### src/saq_pkg.sv
`default_nettype none

package saq_pkg;

   localparam int DEPTH      = 16;
   localparam int ENTRY_W    = 32;
   localparam int IDX_W      = $clog2(DEPTH);
   localparam int COUNT_W    = $clog2(DEPTH + 1);
   localparam int OP_W       = 2;

   localparam int CSR_ADDR_W = 3;
   localparam int CSR_DATA_W = 32;
   localparam int CAP_W      = 5;
   localparam logic [CAP_W-1:0] CAP_RESET = CAP_W'(16);

   // register index taken from the word address bits
   localparam logic [CSR_ADDR_W-3:0] REG_CAPACITY = '0;

   typedef enum logic [OP_W-1:0] {
      OP_ENQUEUE = 2'd0,
      OP_DEQUEUE = 2'd1,
      OP_PURGE   = 2'd2
   } op_type;

   typedef enum logic {
      ST_IDLE   = 1'b0,
      ST_REPORT = 1'b1
   } state_type;

   typedef struct packed {
      logic exec;    // perform the accepted request this edge
      logic report;  // result fields are valid this cycle
   } cmd_type;

endpackage

`default_nettype wire

### src/saq_csr.sv
`default_nettype none

module saq_csr (
   input  wire logic                             clock,
   input  wire logic                             reset,
   input  wire logic                             psel,
   input  wire logic                             penable,
   input  wire logic                             pwrite,
   input  wire logic [saq_pkg::CSR_ADDR_W-1:0]   paddr,
   input  wire logic [saq_pkg::CSR_DATA_W-1:0]   pwdata,
   output logic      [saq_pkg::CSR_DATA_W-1:0]   prdata,
   output logic      [saq_pkg::CAP_W-1:0]        capacity
);

   logic [saq_pkg::CAP_W-1:0] capacity_ff;
   logic [saq_pkg::CAP_W-1:0] capacity_in;
   logic                      cap_sel;

   assign cap_sel = (paddr[saq_pkg::CSR_ADDR_W-1:2] == saq_pkg::REG_CAPACITY);

   always_comb begin
      capacity_in = capacity_ff;
      if (psel && penable && pwrite && cap_sel) begin
         capacity_in = pwdata[saq_pkg::CAP_W-1:0];
      end
   end

   always_ff @(posedge clock) begin
      if (reset) begin
         capacity_ff <= saq_pkg::CAP_RESET;
      end else begin
         capacity_ff <= capacity_in;
      end
   end

   assign prdata   = cap_sel ? saq_pkg::CSR_DATA_W'(capacity_ff) : '0;
   assign capacity = capacity_ff;

endmodule

`default_nettype wire

### src/saq_ctrl.sv
`default_nettype none

module saq_ctrl (
   input  wire logic      clock,
   input  wire logic      reset,
   input  wire logic      start,
   output logic           busy,
   output saq_pkg::cmd_type cmd
);

   saq_pkg::state_type state_ff;
   saq_pkg::state_type state_in;

   always_comb begin
      state_in = state_ff;
      case (state_ff)
         saq_pkg::ST_IDLE: begin
            if (start) begin
               state_in = saq_pkg::ST_REPORT;
            end
         end
         saq_pkg::ST_REPORT: begin
            state_in = saq_pkg::ST_IDLE;
         end
         default: begin
            state_in = saq_pkg::ST_IDLE;
         end
      endcase
   end

   always_comb begin
      cmd.exec   = 1'b0;
      cmd.report = 1'b0;
      busy       = reset;
      case (state_ff)
         saq_pkg::ST_IDLE: begin
            cmd.exec = start && !reset;
         end
         saq_pkg::ST_REPORT: begin
            cmd.report = 1'b1;
            busy       = 1'b1;
         end
         default: begin
            busy = 1'b1;
         end
      endcase
   end

   always_ff @(posedge clock) begin
      if (reset) begin
         state_ff <= saq_pkg::ST_IDLE;
      end else begin
         state_ff <= state_in;
      end
   end

endmodule

`default_nettype wire

### src/saq_datapath.sv
`default_nettype none

module saq_datapath (
   input  wire logic                          clock,
   input  wire logic                          reset,
   input  wire saq_pkg::cmd_type              cmd,
   input  wire logic [saq_pkg::OP_W-1:0]      req_operation,
   input  wire logic [saq_pkg::ENTRY_W-1:0]   req_data_in,
   input  wire logic [saq_pkg::CAP_W-1:0]     capacity,
   output logic                               rsp_strobe,
   output logic                               rsp_status,
   output logic      [saq_pkg::ENTRY_W-1:0]   rsp_head_entry,
   output logic      [saq_pkg::ENTRY_W-1:0]   rsp_tail_entry,
   output logic      [saq_pkg::COUNT_W-1:0]   rsp_entry_count,
   output logic                               rsp_is_empty,
   output logic                               rsp_is_full
);

   logic [saq_pkg::ENTRY_W-1:0] slots_ff [saq_pkg::DEPTH];
   logic [saq_pkg::ENTRY_W-1:0] slots_in [saq_pkg::DEPTH];
   logic [saq_pkg::ENTRY_W-1:0] tail_ff;
   logic [saq_pkg::ENTRY_W-1:0] tail_in;
   logic [saq_pkg::COUNT_W-1:0] count_ff;
   logic [saq_pkg::COUNT_W-1:0] count_in;
   logic                        status_ff;
   logic                        status_in;
   logic [saq_pkg::COUNT_W-1:0] cap_eff;
   logic                        empty;
   logic                        full;

   // zero acts as one, anything above the built depth acts as the depth
   always_comb begin
      if (capacity == '0) begin
         cap_eff = saq_pkg::COUNT_W'(1);
      end else if (capacity > saq_pkg::CAP_W'(saq_pkg::DEPTH)) begin
         cap_eff = saq_pkg::COUNT_W'(saq_pkg::DEPTH);
      end else begin
         cap_eff = saq_pkg::COUNT_W'(capacity);
      end
   end

   assign empty = (count_ff == '0);
   assign full  = (count_ff >= cap_eff);

   always_comb begin
      slots_in  = slots_ff;
      tail_in   = tail_ff;
      count_in  = count_ff;
      status_in = status_ff;
      if (cmd.exec) begin
         status_in = 1'b0;
         case (saq_pkg::op_type'(req_operation))
            saq_pkg::OP_ENQUEUE: begin
               if (full) begin
                  status_in = 1'b1;
               end else begin
                  slots_in[count_ff[saq_pkg::IDX_W-1:0]] = req_data_in;
                  tail_in  = req_data_in;
                  count_in = count_ff + saq_pkg::COUNT_W'(1);
               end
            end
            saq_pkg::OP_DEQUEUE: begin
               if (empty) begin
                  status_in = 1'b1;
               end else begin
                  // all slots move one toward the head; the tail entry stays
                  for (int i = 0; i < saq_pkg::DEPTH - 1; i++) begin
                     slots_in[i] = slots_ff[i+1];
                  end
                  count_in = count_ff - saq_pkg::COUNT_W'(1);
               end
            end
            saq_pkg::OP_PURGE: begin
               count_in = '0;
            end
            default: begin
            end
         endcase
      end
   end

   always_ff @(posedge clock) begin
      slots_ff  <= slots_in;
      tail_ff   <= tail_in;
      status_ff <= status_in;
   end

   always_ff @(posedge clock) begin
      if (reset) begin
         count_ff <= '0;
      end else begin
         count_ff <= count_in;
      end
   end

   assign rsp_strobe      = cmd.report;
   assign rsp_status      = status_ff;
   assign rsp_head_entry  = empty ? '0 : slots_ff[0];
   assign rsp_tail_entry  = empty ? '0 : tail_ff;
   assign rsp_entry_count = count_ff;
   assign rsp_is_empty    = empty;
   assign rsp_is_full     = full;

endmodule

`default_nettype wire

### src/shifting_array_queue_top.sv
`default_nettype none

// Shift-register queue: head always in slot zero, up to 16 entries of 32 bits.
//
// Request channel: drive req_operation (0 enqueue, 1 dequeue, 2 purge, 3 no-op)
// and req_data_in with start high; the request is taken at the rising edge
// where start is high and busy is low. busy is also high during reset.
// Result channel: rsp_strobe is high for one cycle, the cycle after the
// request is taken, with status, head/tail entries, count and flags valid.
// The receiver cannot stall; results must be sampled on that cycle.
// The controller executes a request (all slots shift in parallel), then reports
// it; busy is high while reporting, so a new request is not taken before the report.
// Config: APB-style, capacity at byte address 0 (5 bits, reset 16). Write it
// only while idle. Zero acts as one, values above 16 act as 16.
// Reset: synchronous, clears count to zero and capacity to 16; slot contents
// are not cleared (only valid slots are ever shown).
// Failed enqueue (full) or dequeue (empty) report status 1 and change nothing.

module shifting_array_queue_top (
   input  wire logic                             clock,
   input  wire logic                             reset,
   // request channel
   input  wire logic                             start,
   output logic                                  busy,
   input  wire logic [saq_pkg::OP_W-1:0]         req_operation,
   input  wire logic [saq_pkg::ENTRY_W-1:0]      req_data_in,
   // result channel
   output logic                                  rsp_strobe,
   output logic                                  rsp_status,
   output logic      [saq_pkg::ENTRY_W-1:0]      rsp_head_entry,
   output logic      [saq_pkg::ENTRY_W-1:0]      rsp_tail_entry,
   output logic      [saq_pkg::COUNT_W-1:0]      rsp_entry_count,
   output logic                                  rsp_is_empty,
   output logic                                  rsp_is_full,
   // configuration port
   input  wire logic                             psel,
   input  wire logic                             penable,
   input  wire logic                             pwrite,
   input  wire logic [saq_pkg::CSR_ADDR_W-1:0]   paddr,
   input  wire logic [saq_pkg::CSR_DATA_W-1:0]   pwdata,
   output logic      [saq_pkg::CSR_DATA_W-1:0]   prdata,
   output logic                                  pready
);

   saq_pkg::cmd_type          cmd;
   logic [saq_pkg::CAP_W-1:0] capacity;

   assign pready = 1'b1;

   saq_csr u_csr (
      .clock    (clock),
      .reset    (reset),
      .psel     (psel),
      .penable  (penable),
      .pwrite   (pwrite),
      .paddr    (paddr),
      .pwdata   (pwdata),
      .prdata   (prdata),
      .capacity (capacity)
   );

   // two-state sequencer: idle/execute, then report
   saq_ctrl u_ctrl (
      .clock (clock),
      .reset (reset),
      .start (start),
      .busy  (busy),
      .cmd   (cmd)
   );

   // slot array, count, tail copy and status register
   saq_datapath u_datapath (
      .clock           (clock),
      .reset           (reset),
      .cmd             (cmd),
      .req_operation   (req_operation),
      .req_data_in     (req_data_in),
      .capacity        (capacity),
      .rsp_strobe      (rsp_strobe),
      .rsp_status      (rsp_status),
      .rsp_head_entry  (rsp_head_entry),
      .rsp_tail_entry  (rsp_tail_entry),
      .rsp_entry_count (rsp_entry_count),
      .rsp_is_empty    (rsp_is_empty),
      .rsp_is_full     (rsp_is_full)
   );

endmodule

`default_nettype wire

### config.mk
export PLATFORM = sky130hd
export DESIGN_NAME = shifting_array_queue_top
export DESIGN_NICKNAME = d
export VERILOG_FILES = /design/src/saq_pkg.sv /design/src/saq_csr.sv /design/src/saq_ctrl.sv /design/src/saq_datapath.sv /design/src/shifting_array_queue_top.sv
export SDC_FILE = /design/constraint.sdc
export NUM_CORES = 1
export LEC_CHECK = 0
export BUFFER_PORTS_ARGS = -buffer_cell sky130_fd_sc_hd__buf_4
export CORE_ASPECT_RATIO = 0.75
export CORE_MARGIN = 2
export CORE_UTILIZATION = 40
export CTS_BUF_LIST = sky130_fd_sc_hd__clkbuf_8
export CTS_CLUSTER_DIAMETER = 120
export DETAILED_ROUTE_END_ITERATION = 10
export GPL_TIMING_DRIVEN = 0
export HOLD_SLACK_MARGIN = 0.15
export MAX_ROUTING_LAYER = met4
export PLACE_DENSITY = 0.62
export SYNTH_ARGS = -nofsm -noshare
export SYNTH_HDL_FRONTEND = slang
export SYNTH_SLANG_ARGS = --single-unit
### constraint.sdc
create_clock -name clock -period 14.7 [get_ports clock]
set_input_delay 2.205 -clock clock [delete_from_list [all_inputs] [get_ports clock]]
set_output_delay 2.205 -clock clock [all_outputs]
set_load 0.01 [all_outputs]
# ---- Word level (Yosys, flattened, before mapping)
# Index checks and enable logic that the tools add are counted.
dict set report op_classes {
  eq_ne 4
  n_reduce_logical 14
  n_lt_le_gt_ge 4
  addsub 2
  muxes 22
  bitwise_logic 4
}
# op n
set ops {}
lappend ops {{480-bit case mux with 2 select lines} 1}
lappend ops {{512-bit bitwise mux} 1}
lappend ops {{512-bit 2-to-1 mux} 1}
lappend ops {{480-bit 2-to-1 mux} 1}
lappend ops {{32-bit demux with 4-bit select} 1}
lappend ops {{32-bit 2-to-1 mux} 3}
lappend ops {{5-bit 2-to-1 mux} 5}
lappend ops {{5-bit case mux with 3 select lines} 1}
lappend ops {{5-bit logical NOT} 2}
lappend ops {{4-bit AND reduction} 2}
lappend ops {{1-bit 2-to-1 mux} 6}
lappend ops {{5-bit by 1-bit adder with 5-bit output, second input constant} 1}
lappend ops {{5-bit greater-or-equal comparator} 1}
lappend ops {{5-bit greater-or-equal comparator, second input constant} 1}
lappend ops {{5-bit greater-than comparator, second input constant} 1}
lappend ops {{1-bit logical AND} 5}
lappend ops {{5-bit by 1-bit less-than comparator with 1-bit output, second input constant} 1}
lappend ops {{4-bit NOT with 5-bit output} 1}
lappend ops {{5-bit by 1-bit subtractor with 5-bit output, second input constant} 1}
lappend ops {{2-bit inequality test, second input constant} 2}
lappend ops {{1-bit case mux with 2 select lines} 2}
lappend ops {{1-bit NOT} 3}
lappend ops {{3-bit AND reduction} 1}
lappend ops {{3-bit nonzero test} 1}
lappend ops {{5 further kinds} 5}
dict set report totals {
  inputBits 75
  word_cells 71
  regBits 556
  output_inout_bits 107
}

# ---- Longest topological paths before layout
dict set report logic_depth {
  word_depth 8
  ltp_mapped 13
  depth_no_buf 10
}

# ---- Cells and area by module
# Synthesis repeated with hierarchy kept, for this count alone.
dict set report hier_totals {
  cells_unflattened 1432
  hier_area_um2 23224.8
}
# module cells_per_inst seq_area_each_um2 instances area_each_um2
set by_module_without_submodules {}
lappend by_module_without_submodules {saq_datapath 1369 16465.8 1 22681.8}
lappend by_module_without_submodules {saq_csr 56 100.1 1 483.0}
lappend by_module_without_submodules {saq_ctrl 5 20.0 1 48.8}
lappend by_module_without_submodules {shifting_array_queue_top 2 0.0 1 11.3}

# ---- Worst setup path before layout
# No wires, ideal clock.
dict set report synth_timing {
  path_type {input -> register}
  startpoint {input reset}
  endpoint {register u_datapath.slots_ff[256] (netlist bit), enable pin}
  t_required_ps 14268
  setup_slack_ps 7806
  n_path_buf 2
  setup_time_ps 432
  arrival_time_ps 6462
  path_stages 9
  path_cell_list {buf_2 -> nor2_1 -> nand2_1 -> inv_1 -> nand2_1 -> nor2_1 -> nor2_1 -> clkbuf_1 -> a21oi_1}
}
# item line_no
set synth_lines {}
lappend synth_lines {{start, declared} shifting_array_queue_top.sv:21} ;# input wire logic reset,
lappend synth_lines {{end signal, assigned} saq_datapath.sv:83} ;# slots_ff <= slots_in;
lappend synth_lines {{end, declared} saq_datapath.sv:19} ;# logic [saq_pkg::ENTRY_W-1:0] slots_ff [saq_pkg::DEPTH];

# ---- Worst setup path after layout
dict set report layout_timing {
  startpoint {register u_datapath.count_ff (netlist bit u_datapath.rsp_entry_count[1])}
  endpoint {output rsp_tail_entry[25] (netlist bit)}
}
dict set report layout_between {
  elab_chain_cells 2
}
# item line_no
set layout_lines {}
lappend layout_lines {{start, declared} saq_datapath.sv:23} ;# logic [saq_pkg::COUNT_W-1:0] count_ff;
lappend layout_lines {{start signal, assigned} saq_datapath.sv:92} ;# count_ff <= count_in;
lappend layout_lines {{5-bit logical NOT} saq_datapath.sv:42} ;# assign empty = (count_ff == '0);
lappend layout_lines {{32-bit 2-to-1 mux} saq_datapath.sv:99} ;# assign rsp_tail_entry = empty ? '0 : tail_ff;
lappend layout_lines {{end, declared} shifting_array_queue_top.sv:31} ;# output logic [saq_pkg::ENTRY_W-1:0] rsp_tail_entry,
# No other way between the ends.

==> results.tsv <==
metric	value	unit
status	completed	
reg2reg_from	u_datapath.rsp_entry_count[1]	
leakage	9.51	nW
grtUsageMet2	0.213	
port_buffers	123	
drive_gt1_frac	0.209	
grt_max_degree	33	
internal_power	0.00240	W
synthesis.area	23100	um^2
hold_end	u_csr.capacity[0]	
ys.warnings.count	0	
grtUsageMet1	0.210	
totalWireLength	42.2	mm
endpoint_kind	primary output	
setup_ws	8210	ps
period_minus_slack	6490	ps
nets	1759	
p_comb_frac	0.070	
grt_pass1_wl	66.4	mm
die_h	212	um
hp-class	reg2reg	
num_io_pins	182	
swShare	0.232	
dp_hpwl	31.3	mm
clock_latency	650	ps
ys_ff_latch	556	
cts.clk_slew.worst_paths	70	ps
cts_sinks	556	
critical_path.max_fanout	10	
wire_per_inst	16.7	um
postCtsSetupRepairBufs	0	
fmax	154	MHz
path_class	reg2out	
worst_slew_pin_slew	1260	ps
clockBufferDepth	3	
fin_tns_setup	0	ps
syn2layout_area_growth	16.7	%
synth-edff-count	545	
worstPathArrival	4280	ps
antenna_found_initial	2	
p_clk_frac	0.368	
cts_hold_buf	0	
coreArea	57200	um^2
final_antenna_net_count	0	
cts_root_buf	clkbuf_8	
cp_cell_sequence	nor2_1, nand2_1, nor2_1, clkbuf_1, clkbuf_1, nor2b_1, buf_4	
min_from	u_csr.capacity[0]	
initialDrtViolationCount	843	
grt.total_usage	0.147	
numCtsBuffers	84	
ys_seq_area_frac	0.719	
place_congestion	0.762	
cts_max_level	3	
seqPwrFrac	0.562	
grt_setup_unrepaired	no	
n_antenna_cell	0	
power_density	116	nW/um^2
crit_family	buffers and inverters	
vias	12500	
place_ws	8830	ps
p_switching	0.000725	W
cp_slowest_cell	clkbuf_1	
relSlewSlack	0.158	
synthArstFlopShare	0	
synth_cell_types	39	
first_global_vias	12300	
cts_tree	yes	
hold_depth	2	
reg2reg_depth	8	
num_rows	76	
setup_viol	0	
clock-skew-final	22.2	ps
start_util	0.403	
max_stage_delay	870	ps
crit_buf_inv	3	
grt.overflow.total	0	
die_w	281	um
via_per_inst	4.95	
drt_pre_antenna_iters	5	
rr_endpoint	u_datapath.slots_ff[424]	
start_kind	flip-flop	
ys.flop_type	edfxtp_1	
dieArea	59600	um^2
peakVddDrop	0.0000747	V
synth_area_per_cell	16.2	um^2
required	12490	ps
maxCapViolCount	0	
cts_resized	0	
grt_busiest_layer	met2	
final_max_slew_viol_count	0	
hold_viol_final	0	
drcViolationCount	0	
use_met3	0.0313	
r2r_setup_slack	10260	ps
period_share	0.441	
synthCells	1426	
==> power by group through the flow <==
stage | Combinational, W | Sequential [W] | Clock, W
finish | 0.000219 | 0.00176 | 0.00115
global route | 0.000243 | 0.00176 | 0.00126
CTS | 0.000221 | 0.00176 | 0.00118
detailed placement | 0.000221 | 0.00179 | 0
global placement | 0.000211 | 0.00179 | 0
floorplan | 0.000131 | 0.00179 | 0
==> per-stage QoR <==
step / cells / hold slack (ps) / total power, W / instance area (um^2) / util
after detailed placement: 2369 / 521 / 0.00201 / 25400 / 0.443
after global routing: 2521 / 535 / 0.00326 / 26900 / 0.470
after global placement: 2355 / 502 / 0.00200 / 25100 / 0.438
final: 2521 / 517 / 0.00313 / 26900 / 0.470
after CTS: 2521 / 521 / 0.00316 / 26900 / 0.470
after floorplan: 1452 / 479 / 0.00192 / 23200 / -
==> worst max path at each step <==
stage | start | to | slack, ps | depth (start not counted)
global placement | reset | u_datapath.slots_ff[402] | 6150 | 9
CTS | u_datapath.rsp_entry_count[1] | rsp_tail_entry[29] | 8130 | 7
floorplan | reset | u_datapath.slots_ff[256] | 7810 | 9
finish | u_datapath.rsp_entry_count[1] | rsp_tail_entry[25] | 8210 | 7
detailed placement | u_datapath.rsp_entry_count[1] | rsp_tail_entry[29] | 8830 | 7
global route | u_datapath.rsp_entry_count[1] | rsp_tail_entry[25] | 7860 | 7
==> synthesized netlist by cell type, drive strengths merged, types with 3 or more instances <==
cell	instances	area, um^2
nand2	14	52.6
a21oi	22	110
ha	8	100
nor4	3	48.8
nor2b	71	444
clkbuf	86	323
nor2	26	97.6
inv	9	33.8
and3	5	31.3
mux2i	4	40.0
nand2b	5	38.8
edfxtp	545	16400
a22o	480	4200
o21ai	4	20.0
a211oi	3	35.0
nor3	11	108
o311ai	3	26.3
o2bb2ai	3	26.3
dfxtp	11	220
nand3	7	35.0
buf	93	586
==> flip-flops by register name, summed over array words and instances (netlist names) <==
name and flops:
u_ctrl.state_ff 1, u_datapath.slots_ff 512, u_datapath.rsp_status 1, u_csr.capacity 5
u_datapath.tail_ff 32, u_datapath.rsp_entry_count 5
==> layout make-up <==
type	instances	area [um^2]
Fill cell	5013	30300
Inverter	10	37.5
Clock inverter	68	365
Buffer	179	908
Sequential cell	556	16600
Tap cell	780	976
Multi-Input combinational cell	707	5750
Timing Repair Buffer	137	1130
Clock buffer	84	1160
==> placed cells by master (no fill, tap or decap), drive strengths merged, types with 7 or more instances in the layout <==
master / count
dfxtp: 11
buf: 230
nor2b: 71
clkinv: 37
conb: 28
a21oi: 22
ha: 8
nor2: 26
clkbuf: 170
nor3: 11
a22o: 480
edfxtp: 545
nand2: 14
nand3: 7
inv: 38
==> layer usage <==
layer | wire [um] | vias up
met5 | 0 | -
met4 | 769 | 0
met3 | 1970 | 68
met2 | 18000 | 275
met1 | 21400 | 5870
li1 | - | 6261
==> kinds of logic after synthesis <==
family | after synthesis | share of synthesized area
xor+xnor | 3 | 0.00114
mux | 4 | 0.00174
buf+inv | 189 | 0.0410
other cells | 2 | 0.000326
flops | 556 | 0.719
simple gates | 144 | 0.0378
compound gates | 519 | 0.194
fa+ha+maj | 9 | 0.00521
==> worst reg2reg max path, cell delays in order, from the launching register on <==
cell and delay, ps:
dfxtp_1 390, nor2_1 410, nand2_1 290, nor2_1 560, nor3_1 200, nor2_1 1000
clkbuf_1 730, nor2_2 340, buf_8 270
No activity file was read; power rests on OpenSTA's default activity.
